File: config.mk
export PLATFORM = sky130hd
export DESIGN_NAME = seven_segment_bar_serializer
export DESIGN_NICKNAME = d
export VERILOG_FILES = /design/src/rtl/ssb_pkg.sv /design/src/rtl/ssb_front.sv /design/src/rtl/ssb_fifo.sv /design/src/rtl/ssb_back.sv /design/src/rtl/seven_segment_bar_serializer.sv
export SDC_FILE = /design/constraint.sdc
export NUM_CORES = 1
export LEC_CHECK = 0
export CORE_ASPECT_RATIO = 0.8
export CORE_UTILIZATION = 30
export DETAILED_ROUTE_END_ITERATION = 10
export DONT_BUFFER_PORTS = 1
export MAX_ROUTING_LAYER = met4
export PLACE_DENSITY = 0.42
export RECOVER_POWER = 100
export SKIP_CTS_REPAIR_TIMING = 1
export SYNTH_ARGS = -nofsm -noshare
export SYNTH_HDL_FRONTEND = slang
export SYNTH_SLANG_ARGS = --single-unit
File: constraint.sdc
create_clock -name clk -period 12.55 [get_ports clk]
set_input_delay 1.8825 -clock clk [delete_from_list [all_inputs] [get_ports clk]]
set_output_delay 1.8825 -clock clk [all_outputs]
set_load 0.01 [all_outputs]
File: src/rtl/ssb_pkg.sv
package ssb_pkg;

	localparam int unsigned WORD_W  = 32;
	localparam int unsigned CNT_W   = 5;
	localparam logic [CNT_W-1:0] BIT_LAST = CNT_W'(WORD_W - 1);

	// x / 10 == (x * RECIP10) >> 19, exact for every x below 2^16
	localparam logic [16:0] RECIP10 = 17'h0CCCD;
	localparam int unsigned RECIP_SH = 19;

	localparam logic [3:0] BAR_MAX = 4'd8;

	localparam logic [7:0] DOT_HUNDREDS = 8'd1;
	localparam logic [7:0] DOT_TENS     = 8'd2;
	localparam logic [7:0] DOT_UNITS    = 8'd3;

	localparam int unsigned DOT_HUNDREDS_BIT = 16;
	localparam int unsigned DOT_TENS_BIT     = 11;
	localparam int unsigned DOT_UNITS_BIT    = 0;

	typedef logic [WORD_W-1:0] word_t;

	typedef struct packed {
		logic empty;
		logic full;
	} q_status_t;

	// pattern PCDE--------GFAB, used by hundreds (upper half) and units
	function automatic logic [15:0] outer_seg(input logic [3:0] d);
		logic [15:0] p;
		case (d)
			4'd0: p = 16'h7007;
			4'd1: p = 16'h4001;
			4'd2: p = 16'h300B;
			4'd3: p = 16'h600B;
			4'd4: p = 16'h400D;
			4'd5: p = 16'h600E;
			4'd6: p = 16'h700E;
			4'd7: p = 16'h4003;
			4'd8: p = 16'h700F;
			4'd9: p = 16'h600F;
			default: p = 16'h0000;
		endcase
		return p;
	endfunction

	// pattern ----PCDEGFAB----, used by tens
	function automatic logic [15:0] middle_seg(input logic [3:0] d);
		logic [15:0] p;
		case (d)
			4'd0: p = 16'h0770;
			4'd1: p = 16'h0410;
			4'd2: p = 16'h03B0;
			4'd3: p = 16'h06B0;
			4'd4: p = 16'h04D0;
			4'd5: p = 16'h06E0;
			4'd6: p = 16'h07E0;
			4'd7: p = 16'h0430;
			4'd8: p = 16'h07F0;
			4'd9: p = 16'h06F0;
			default: p = 16'h0000;
		endcase
		return p;
	endfunction

endpackage

File: src/rtl/ssb_front.sv
module ssb_front import ssb_pkg::*; (
	input  logic      clk,
	input  logic      arst_n,
	input  logic      in_valid,
	output logic      in_ready,
	input  logic [15:0] number,
	input  logic [7:0]  bar_level,
	input  logic [7:0]  dot_choice,
	input  q_status_t qstat,
	output logic      push,
	output word_t     push_word
);

	logic v_s1, v_s2, v_s3, v_s4, v_s5;
	logic advance;

	logic [15:0] n_s1, n_s2;
	logic [7:0]  bar_s1, dot_s1;
	word_t       ext_s2, ext_s3, ext_s4;
	logic [12:0] q1_s2, q1_s3;
	logic [3:0]  units_s3, units_s4;
	logic [9:0]  q2_s3, q2_s4;
	logic [3:0]  tens_s4;
	logic [6:0]  q3_s4;
	word_t       word_s5;

	logic [32:0] prod1;
	logic [29:0] prod2;
	logic [26:0] prod3;
	logic [15:0] units_full;
	logic [12:0] tens_full;
	logic [9:0]  hund_full;
	logic [3:0]  bar_clamp;
	logic [7:0]  therm;
	word_t       ext_c;
	word_t       word_c;

	// hold the whole pipe while the finished word cannot enter the queue
	assign advance  = !v_s5 || !qstat.full;
	assign in_ready = advance;
	assign push      = v_s5 && !qstat.full;
	assign push_word = word_s5;

	always_comb begin
		prod1 = 33'(n_s1) * 33'(RECIP10);
		prod2 = 30'(q1_s2) * 30'(RECIP10);
		prod3 = 27'(q2_s3) * 27'(RECIP10);
		units_full = n_s2 - 16'(q1_s2) * 16'd10;
		tens_full  = q1_s3 - 13'(q2_s3) * 13'd10;
		hund_full  = q2_s4 - 10'(q3_s4) * 10'd10;

		bar_clamp = (bar_s1 > 8'(BAR_MAX)) ? BAR_MAX : bar_s1[3:0];
		for (int i = 0; i < 8; i++) begin
			therm[i] = (4'(i) < bar_clamp);
		end
		ext_c = '0;
		ext_c[27:24] = therm[3:0];
		ext_c[23] = therm[4];
		ext_c[22] = therm[5];
		ext_c[21] = therm[6];
		ext_c[20] = therm[7];
		case (dot_s1)
			DOT_HUNDREDS: ext_c[DOT_HUNDREDS_BIT] = 1'b1;
			DOT_TENS:     ext_c[DOT_TENS_BIT] = 1'b1;
			DOT_UNITS:    ext_c[DOT_UNITS_BIT] = 1'b1;
			default:      ;
		endcase

		word_c = {outer_seg(hund_full[3:0]), 16'h0000}
			| {16'h0000, middle_seg(tens_s4)}
			| {16'h0000, outer_seg(units_s4)}
			| ext_s4;
	end

	always_ff @(posedge clk or negedge arst_n) begin
		if (!arst_n) begin
			v_s1 <= 1'b0;
			v_s2 <= 1'b0;
			v_s3 <= 1'b0;
			v_s4 <= 1'b0;
			v_s5 <= 1'b0;
		end else if (advance) begin
			v_s1 <= in_valid;
			v_s2 <= v_s1;
			v_s3 <= v_s2;
			v_s4 <= v_s3;
			v_s5 <= v_s4;
		end
	end

	always_ff @(posedge clk) begin
		if (advance) begin
			n_s1     <= number;
			bar_s1   <= bar_level;
			dot_s1   <= dot_choice;
			n_s2     <= n_s1;
			q1_s2    <= prod1[31:RECIP_SH];
			ext_s2   <= ext_c;
			q1_s3    <= q1_s2;
			q2_s3    <= prod2[28:RECIP_SH];
			units_s3 <= units_full[3:0];
			ext_s3   <= ext_s2;
			q2_s4    <= q2_s3;
			q3_s4    <= prod3[25:RECIP_SH];
			tens_s4  <= tens_full[3:0];
			units_s4 <= units_s3;
			ext_s4   <= ext_s3;
			word_s5  <= word_c;
		end
	end

	assert property (@(posedge clk) disable iff (!arst_n)
		(v_s5 && qstat.full) |=> (v_s5 && $stable(word_s5)))
		else $error("front: stalled word changed");

endmodule

File: src/rtl/ssb_fifo.sv
module ssb_fifo import ssb_pkg::*; #(
	parameter int unsigned DEPTH = 2
) (
	input  logic      clk,
	input  logic      arst_n,
	input  logic      push,
	input  word_t     push_word,
	input  logic      pop,
	output word_t     pop_word,
	output q_status_t qstat
);

	localparam int unsigned PTR_W = (DEPTH > 1) ? $clog2(DEPTH) : 1;
	localparam int unsigned CNT_W = $clog2(DEPTH + 1);
	localparam logic [PTR_W-1:0] PTR_LAST = PTR_W'(DEPTH - 1);

	word_t            mem_q [DEPTH];
	logic [PTR_W-1:0] wr_ptr_q, rd_ptr_q;
	logic [CNT_W-1:0] cnt_q;

	assign qstat.empty = (cnt_q == '0);
	assign qstat.full  = (cnt_q == CNT_W'(DEPTH));
	assign pop_word    = mem_q[rd_ptr_q];

	always_ff @(posedge clk or negedge arst_n) begin
		if (!arst_n) begin
			wr_ptr_q <= '0;
			rd_ptr_q <= '0;
			cnt_q    <= '0;
		end else begin
			if (push) begin
				wr_ptr_q <= (wr_ptr_q == PTR_LAST) ? '0 : wr_ptr_q + 1'b1;
			end
			if (pop) begin
				rd_ptr_q <= (rd_ptr_q == PTR_LAST) ? '0 : rd_ptr_q + 1'b1;
			end
			if (push && !pop) begin
				cnt_q <= cnt_q + 1'b1;
			end else if (pop && !push) begin
				cnt_q <= cnt_q - 1'b1;
			end
		end
	end

	always_ff @(posedge clk) begin
		if (push) begin
			mem_q[wr_ptr_q] <= push_word;
		end
	end

	assert property (@(posedge clk) disable iff (!arst_n)
		!(push && qstat.full))
		else $error("fifo: push while full");

	assert property (@(posedge clk) disable iff (!arst_n)
		!(pop && qstat.empty))
		else $error("fifo: pop while empty");

endmodule

File: src/rtl/ssb_back.sv
module ssb_back import ssb_pkg::*; (
	input  logic      clk,
	input  logic      arst_n,
	input  q_status_t qstat,
	output logic      pop,
	input  word_t     pop_word,
	output logic      out_valid,
	input  logic      out_ready,
	output logic      serial_bit,
	output logic      latch_after
);

	word_t            sh_q;
	logic [CNT_W-1:0] cnt_q;
	logic             busy_q;
	logic             xfer;

	assign xfer        = busy_q && out_ready;
	// load the next word right behind the last bit of the current one
	assign pop         = !qstat.empty && (!busy_q || (xfer && cnt_q == BIT_LAST));
	assign out_valid   = busy_q;
	assign serial_bit  = sh_q[0];
	assign latch_after = (cnt_q == BIT_LAST);

	always_ff @(posedge clk or negedge arst_n) begin
		if (!arst_n) begin
			busy_q <= 1'b0;
			cnt_q  <= '0;
		end else if (pop) begin
			busy_q <= 1'b1;
			cnt_q  <= '0;
		end else if (xfer) begin
			if (cnt_q == BIT_LAST) begin
				busy_q <= 1'b0;
			end else begin
				cnt_q <= cnt_q + 1'b1;
			end
		end
	end

	always_ff @(posedge clk) begin
		if (pop) begin
			sh_q <= pop_word;
		end else if (xfer) begin
			sh_q <= {1'b0, sh_q[WORD_W-1:1]};
		end
	end

	assert property (@(posedge clk) disable iff (!arst_n)
		(xfer && cnt_q != BIT_LAST) |=> (busy_q && cnt_q == $past(cnt_q) + 1'b1))
		else $error("back: word cut short");

	assert property (@(posedge clk) disable iff (!arst_n)
		(xfer && cnt_q != BIT_LAST) |=> (serial_bit == $past(sh_q[1])))
		else $error("back: shift lost a bit");

endmodule

File: src/rtl/seven_segment_bar_serializer.sv
//  channel | signals                              | dir | transfer when
//  --------+--------------------------------------+-----+------------------------
//  in      | in_valid in_ready number bar_level    | in  | in_valid && in_ready
//          | dot_choice                           |     |
//  out     | out_valid out_ready serial_bit       | out | out_valid && out_ready
//          | latch_after                          |     |
//
//  Each item yields 32 output bits, one per cycle while out_ready is high, LSB
//  first; the shifter in the back end sets the sustained rate and loads the
//  next item right behind the last bit. From input transfer to the first bit
//  an item passes the 5-stage digit pipe, then the queue and shifter load.
//  Reset clears all valid flags, queue pointers and the bit counter; no sweep.
//  A stalled output holds the shifter; the digit pipe keeps accepting until the
//  queue is full and the last stage holds a word; then in_ready drops.
module seven_segment_bar_serializer import ssb_pkg::*; #(
	parameter int unsigned QUEUE_DEPTH = 2
) (
	input  logic        clk,
	input  logic        arst_n,
	input  logic        in_valid,
	output logic        in_ready,
	input  logic [15:0] number,
	input  logic [7:0]  bar_level,
	input  logic [7:0]  dot_choice,
	output logic        out_valid,
	input  logic        out_ready,
	output logic        serial_bit,
	output logic        latch_after
);

	q_status_t qstat;
	logic      push, pop;
	word_t     push_word, pop_word;

	ssb_front u_front (
		.clk       (clk),
		.arst_n    (arst_n),
		.in_valid  (in_valid),
		.in_ready  (in_ready),
		.number    (number),
		.bar_level (bar_level),
		.dot_choice(dot_choice),
		.qstat     (qstat),
		.push      (push),
		.push_word (push_word)
	);

	ssb_fifo #(
		.DEPTH(QUEUE_DEPTH)
	) u_fifo (
		.clk      (clk),
		.arst_n   (arst_n),
		.push     (push),
		.push_word(push_word),
		.pop      (pop),
		.pop_word (pop_word),
		.qstat    (qstat)
	);

	ssb_back u_back (
		.clk        (clk),
		.arst_n     (arst_n),
		.qstat      (qstat),
		.pop        (pop),
		.pop_word   (pop_word),
		.out_valid  (out_valid),
		.out_ready  (out_ready),
		.serial_bit (serial_bit),
		.latch_after(latch_after)
	);

endmodule
## Word-level counts from Yosys, hierarchy flattened

Memory sizes are Yosys's and may differ from the RTL's. A register that Yosys moved wholly into a read port is not among the register bits.
Index checks and enable logic that the tools add are counted.

| word-level totals | value |
|---|---|
| memories kept | 4 |
| bits in registers | 198 |
| bits in read-only memories | 336 |
| RAM bits | 64 |
| bits of input ports | 36 |
| output and inout port bits | 4 |
| logic and storage cells | 103 |

Memory list:

| memory | depth | bits a word | read ports | clocked after memory_dff | write ports | RTL line | text |
|---|---|---|---|---|---|---|---|
| (no name shown) | 16 | 7 | 1 | 0 | 0 | ssb_pkg.sv:31 | `case (d)` |
| (no name shown) | 16 | 7 | 1 | 1 | 0 | ssb_pkg.sv:50 | `case (d)` |
| (no name shown) | 16 | 7 | 1 | 1 | 0 | ssb_pkg.sv:31 |  |
| u_fifo.mem_q | 2 | 32 | 1 | 0 | 1 | ssb_fifo.sv:17 | `word_t mem_q [DEPTH];` |

| operators by class | value |
|---|---|
| multiply operators | 6 |
| equal/unequal tests | 6 |
| bitwise logic cells | 3 |
| order comparisons | 9 |
| reductions and logical operators | 20 |
| multiplexer cells | 20 |
| $add $sub $neg | 8 |

Operators by type and width:

| operator | number |
|---|---|
| 32-bit two-way mux | 2 |
| 32-bit by 16-bit bitwise OR with 32-bit output | 2 |
| 16-bit by 16-bit multiplier with 32-bit output (second input constant) | 1 |
| 32-bit by 28-bit bitwise OR with 32-bit output | 1 |
| 13-bit by 16-bit multiplier with 29-bit output (second input constant) | 1 |
| 10-bit by 16-bit multiplier with 26-bit output (second input constant) | 1 |
| 8-bit by 2-bit equality test with 1-bit output (second input constant) | 2 |
| 3-bit by 4-bit less-than comparator with 1-bit output (first input constant) | 4 |
| 5-bit two-way mux | 3 |
| 13-bit by 3-bit multiplier with 3-bit output (second input constant) | 1 |
| 4-bit two-way mux | 3 |
| 4-bit subtractor | 3 |
| 10-bit by 3-bit multiplier with 3-bit output (second input constant) | 1 |
| 1-bit two-way mux | 10 |
| 8-bit by 1-bit equality test with 1-bit output (second input constant) | 1 |
| 8-bit by 4-bit > comparator with 1-bit output (second input constant) | 1 |
| 1-bit by 4-bit less-than comparator with 1-bit output (first input constant) | 2 |
| 2-bit by 4-bit less-than comparator with 1-bit output (first input constant) | 2 |
| 7-bit by 3-bit multiplier with 3-bit output (second input constant) | 1 |
| 1-bit logical AND | 6 |
| 1-bit zero test | 6 |
| 2-bit nonzero test | 3 |
| 5-bit by 1-bit adder with 5-bit output (second input constant) | 1 |
| 5-bit equality test (second input constant) | 1 |
| other kinds (9) | 13 |

## Longest topological paths before layout

| logic depth | value |
|---|---|
| depth after elaboration | 7 |
| gate-level depth with buffers | 19 |
| mapped depth without buffers | 19 |

## By module

Synthesis repeated with hierarchy kept, for this count alone.

| second synthesis, totals | value |
|---|---|
| cells, all modules | 1,525 |
| area total of the unflattened synthesis | 19,521.2 um^2 |

By module, submodules not included:

| module | times used | seq. area each (um^2) | area an instance (um^2) | cells an instance |
|---|---|---|---|---|
| ssb_front | 1 | 4,759.6 | 15,162.0 | 1,313 |
| ssb_fifo | 1 | 2,021.9 | 2,648.8 | 116 |
| ssb_back | 1 | 1,111.1 | 1,710.4 | 96 |

## Worst setup path after synthesis

OpenSTA, ideal clock, no wires.

| path | value |
|---|---|
| kind | flip-flop to flip-flop |
| start | register u_front.n_s1[6] |
| end | register u_front.q1_s2[12], data pin |
| period minus slack after synthesis | 5.478 ns |
| cell stages (with the launch flop) | 18 |
| slack | 7.072 ns |
| data arrival time | 5.218 ns |
| library setup time | 0.260 ns |
| data required time | 12.290 ns |
| path buffers | 0 |
| cells stage by stage | edfxtp_1 ha_1 inv_1 fa_1 inv_1 fa_1 fa_1 fa_1 inv_1 fa_1 inv_1 ha_1 a21o_1 a311o_1 a21oi_2 nand4_4 o41a_1 xnor2_1 |

| between the ends | value |
|---|---|
| word-level cells in the longest chain between the ends | 1 |

RTL lines:

| what | RTL line | text |
|---|---|---|
| from (decl) | ssb_front.sv:17 | `logic [15:0] n_s1, n_s2;` |
| from (signal assigned) | ssb_front.sv:93 | `n_s1 <= number;` |
| 16-bit by 16-bit multiplier with 32-bit output | ssb_front.sv:45 | `prod1 = 33'(n_s1) * 33'(RECIP10);` |
| named net u_front.prod1[31] | ssb_front.sv:27 | `logic [32:0] prod1;` |
| to (signal assigned) | ssb_front.sv:97 | `q1_s2 <= prod1[31:RECIP_SH];` |
| to (decl) | ssb_front.sv:20 | `logic [12:0] q1_s2, q1_s3;` |

The timed path passes the listed nets, and every way through them passes these cells.
A chain may end at the register's enable or synchronous reset.

## Final worst setup path

| path | value |
|---|---|
| start | register u_fifo.cnt_q[0] |
| end | output port in_ready |

| between the ends | value |
|---|---|
| word-level cells in the longest chain between the ends | 3 |

RTL lines:

| what | RTL line | text |
|---|---|---|
| from (decl) | ssb_fifo.sv:19 | `logic [CNT_W-1:0] cnt_q;` |
| from (signal assigned) | ssb_fifo.sv:38 | `cnt_q <= cnt_q + 1'b1;` |
| from (signal assigned) | ssb_fifo.sv:40 | `cnt_q <= cnt_q - 1'b1;` |
| 2-bit equality test | ssb_fifo.sv:22 | `assign qstat.full = (cnt_q == CNT_W'(DEPTH));` |
| 1-bit zero test | ssb_front.sv:39 | `assign advance = !v_s5 \|\| !qstat.full;` |
| 1-bit logical OR | ssb_front.sv:39 |  |
| to (decl) | seven_segment_bar_serializer.sv:21 | `output logic in_ready,` |

Every way passes these cells.

==> impl_metrics.tcl <==
set metrics [dict create \
    setup_viol 0 \
    synth.most_common_cell "inv_1" \
    vias 10880 \
    hp-class "reg2reg" \
    grt_usage 0.1209 \
    antenna_found_initial 0 \
    layout-drive-gt1-share 0.04061 \
    yosysWarnings 0 \
    cp_max_fo 93 \
    ios 40 \
    synth_top_area_frac 0.3692 \
    die_area_mm2 0.06500 \
    syn_inst 1605 \
    synth-main-ff-cell "edfxtp_1" \
    std_cell_rows 82 \
    gp_congestion 0.8821 \
    ys_seq_elements 265 \
    area_growth_pct 10.13 \
    grt_pass1_vias 11520 \
    nNetsFinal 2113 \
    netlist_top_cells_area "edfxtp_1, ha_1, fa_1" \
    stdcell_count 2490 \
    synth_top_area_cell "edfxtp_1" \
    cp_cell_sequence "nand3b_1 > clkbuf_1" \
    max_freq_mhz 141.8 \
    drt_first_pass_iters 4 \
    synth_commonest_cells "inv_1, ha_1, edfxtp_1" \
    grt_first_pass_wirelength_um 61070 \
    start_kind "flip-flop" \
    drt-initial-drc-count 477 \
    cts-root-buf "clkbuf_16" \
    dp.cells 2436 \
    die_w_um 284.8 \
    wl_per_cell_um 15.10 \
    maxCapViolations 5 \
    cts_tree "done" \
    n_antenna_cell 0 \
    critPathRequiredTime_ps 10670 \
    synthDistinctLibCells 63 \
    antenna_left 0 \
    cpMaxStageDelayCell "clkbuf_1" \
    dpl.hpwl_um 29430 \
    h-tree-depth 1 \
    die_h_um 228.2 \
    worst_r2r_path_depth 6 \
    max_slew_margin -2.761 \
    syn-num-nets 2091 \
    cts_buffer_depth 3 \
    tightest_slew_ps 5641 \
    coreArea_mm2 0.06289 \
    synth.cell_area_mm2 0.01919 \
    endpoint_kind "output pin" \
    wirelength_um 37600 \
    synth_seq_area_share 0.4034 \
    post-route-min-period_ps 7053 \
    synth_edf_count 236 \
    grt_max_degree 94 \
    drv_slew 249 \
    via_per_inst 4.369 \
    initial_core_util 0.3052 \
    critPathKind "reg2out" \
    clock_latency_ps 600 \
    io_buffers 0 \
    numClockSinks 265 \
    setup_tns_ps 0 \
    clock-skew-final_ps 40.15 \
    grt.overflow.total 0 \
    grt_setup_unrepaired "false" \
    cp.arrival_ps 5170 \
    hold_viol 0 \
    drcViolationCount 0 \
    violations "max-capacitance violations, max-slew violations" \
    status "finished, violations left" \
    nFillCells 6295 \
    cts_buffers 29 \
    cp_slowest_stage_delay_ps 3840 \
    clk_pin_slew_worst_paths_ps 60 \
    post-route-period-util 0.5620 \
    avgSynthCellArea_um2 11.96 \
    async_flop_share 0.05660 \
    holdPathStages 0 \
]
## worst paths after layout
path                                         to         startpoint  slack [ps]
setup / recovery                       in_ready    u_fifo.cnt_q[0]        5500
hold / removal             u_front.push_word[3]  u_front.word_c[3]         400
setup reg to reg              u_front.word_c[2]    u_fifo.cnt_q[0]        5690
hold reg to reg            u_front.push_word[3]  u_front.word_c[3]         400
max in group asynchronous       u_back.cnt_q[4]             arst_n       11470
min in group asynchronous       u_fifo.cnt_q[0]             arst_n        1010
## per-stage QoR
step / utilization / worst slack, ps / instance area (µm²) / hold slack, ps
finish: 0.3361 / 5497 / 21140 / 402.3
global route: 0.3361 / 4772 / 21140 / 407.7
CTS: 0.3370 / 6681 / 21200 / 403.2
detailed placement: 0.3223 / 6688 / 20270 / 388.7
global placement: 0.3223 / 6741 / 20270 / 386.1
floorplan: - / 7072 / 19190 / 385.5
## state kept, by name, summed over array words and instances (netlist names), 10 cells and up, named ones only
name	flops
u_front.word_c	13
u_front.q1_s2	13
u_front.q2_s3	10
u_front.ext_s4	11
u_fifo.mem_q	60
u_front.n_s1	16
u_front.push_word	30
u_front.ext_s3	11
u_back.sh_q	31
u_front.ext_s2	11
## metal layers
layer | vias up | GRT usage | wire, µm | share of wire
met5 | - | - | 0 | 0
met4 | 0 | 0.02016 | 497 | 0.013
met3 | 37 | 0.02030 | 1426 | 0.038
met2 | 134 | 0.1849 | 16560 | 0.44
met1 | 5281 | 0.1698 | 19110 | 0.51
li1 | 5426 | - | - | -
## cells by family (layout without fill, tap and decap cells)
kind of cell               Yosys count  in the layout  share of synthesized area
buffers and inverters              390            435                    0.07646
xor gates and xnor gates            51             51                    0.02327
and+or+nand+nor                    197            197                    0.04824
muxes                               50             50                    0.02705
AOI/OAI and AO/OA                  202            202                    0.06610
DFF                                265            265                     0.4034
adders and majority gates          450            450                     0.3555
## cell usage in the layout, fill, tap and decap left out, types with 18 or more instances in the layout
cell type and n:
a21o_1 18, a21oi_1 73, clkbuf_16 29, edfxtp_1 236
fa_1 159, ha_1 291, inv_1 375, mux2i_1 39
nand2_1 58, nand3_1 19, nor2_1 64, o21ai_0 39
xnor2_1 31, xor2_1 20
## critical path, delay by kind of cell, from the launching register on
family	cells	cell delay [ps]
buffers and inverters	1	3840
AND/OR/NAND/NOR	1	130
flip-flops	1	450
## final cells by class
cell class                      count  area (µm²)  share of cell area
Clock buffer                       39       793.3             0.03753
Clock inverter                     15       136.4            0.006452
Inverter                          375        1408             0.06659
Multi-Input combinational cell    950        9978              0.4720
Sequential cell                   265        7742              0.3663
Tap cell                          840        1051             0.04972
Timing Repair Buffer                6       30.03            0.001421
Power is not shown: default switching activity piles up to over one toggle a cycle in this logic, so the estimate is an artifact.
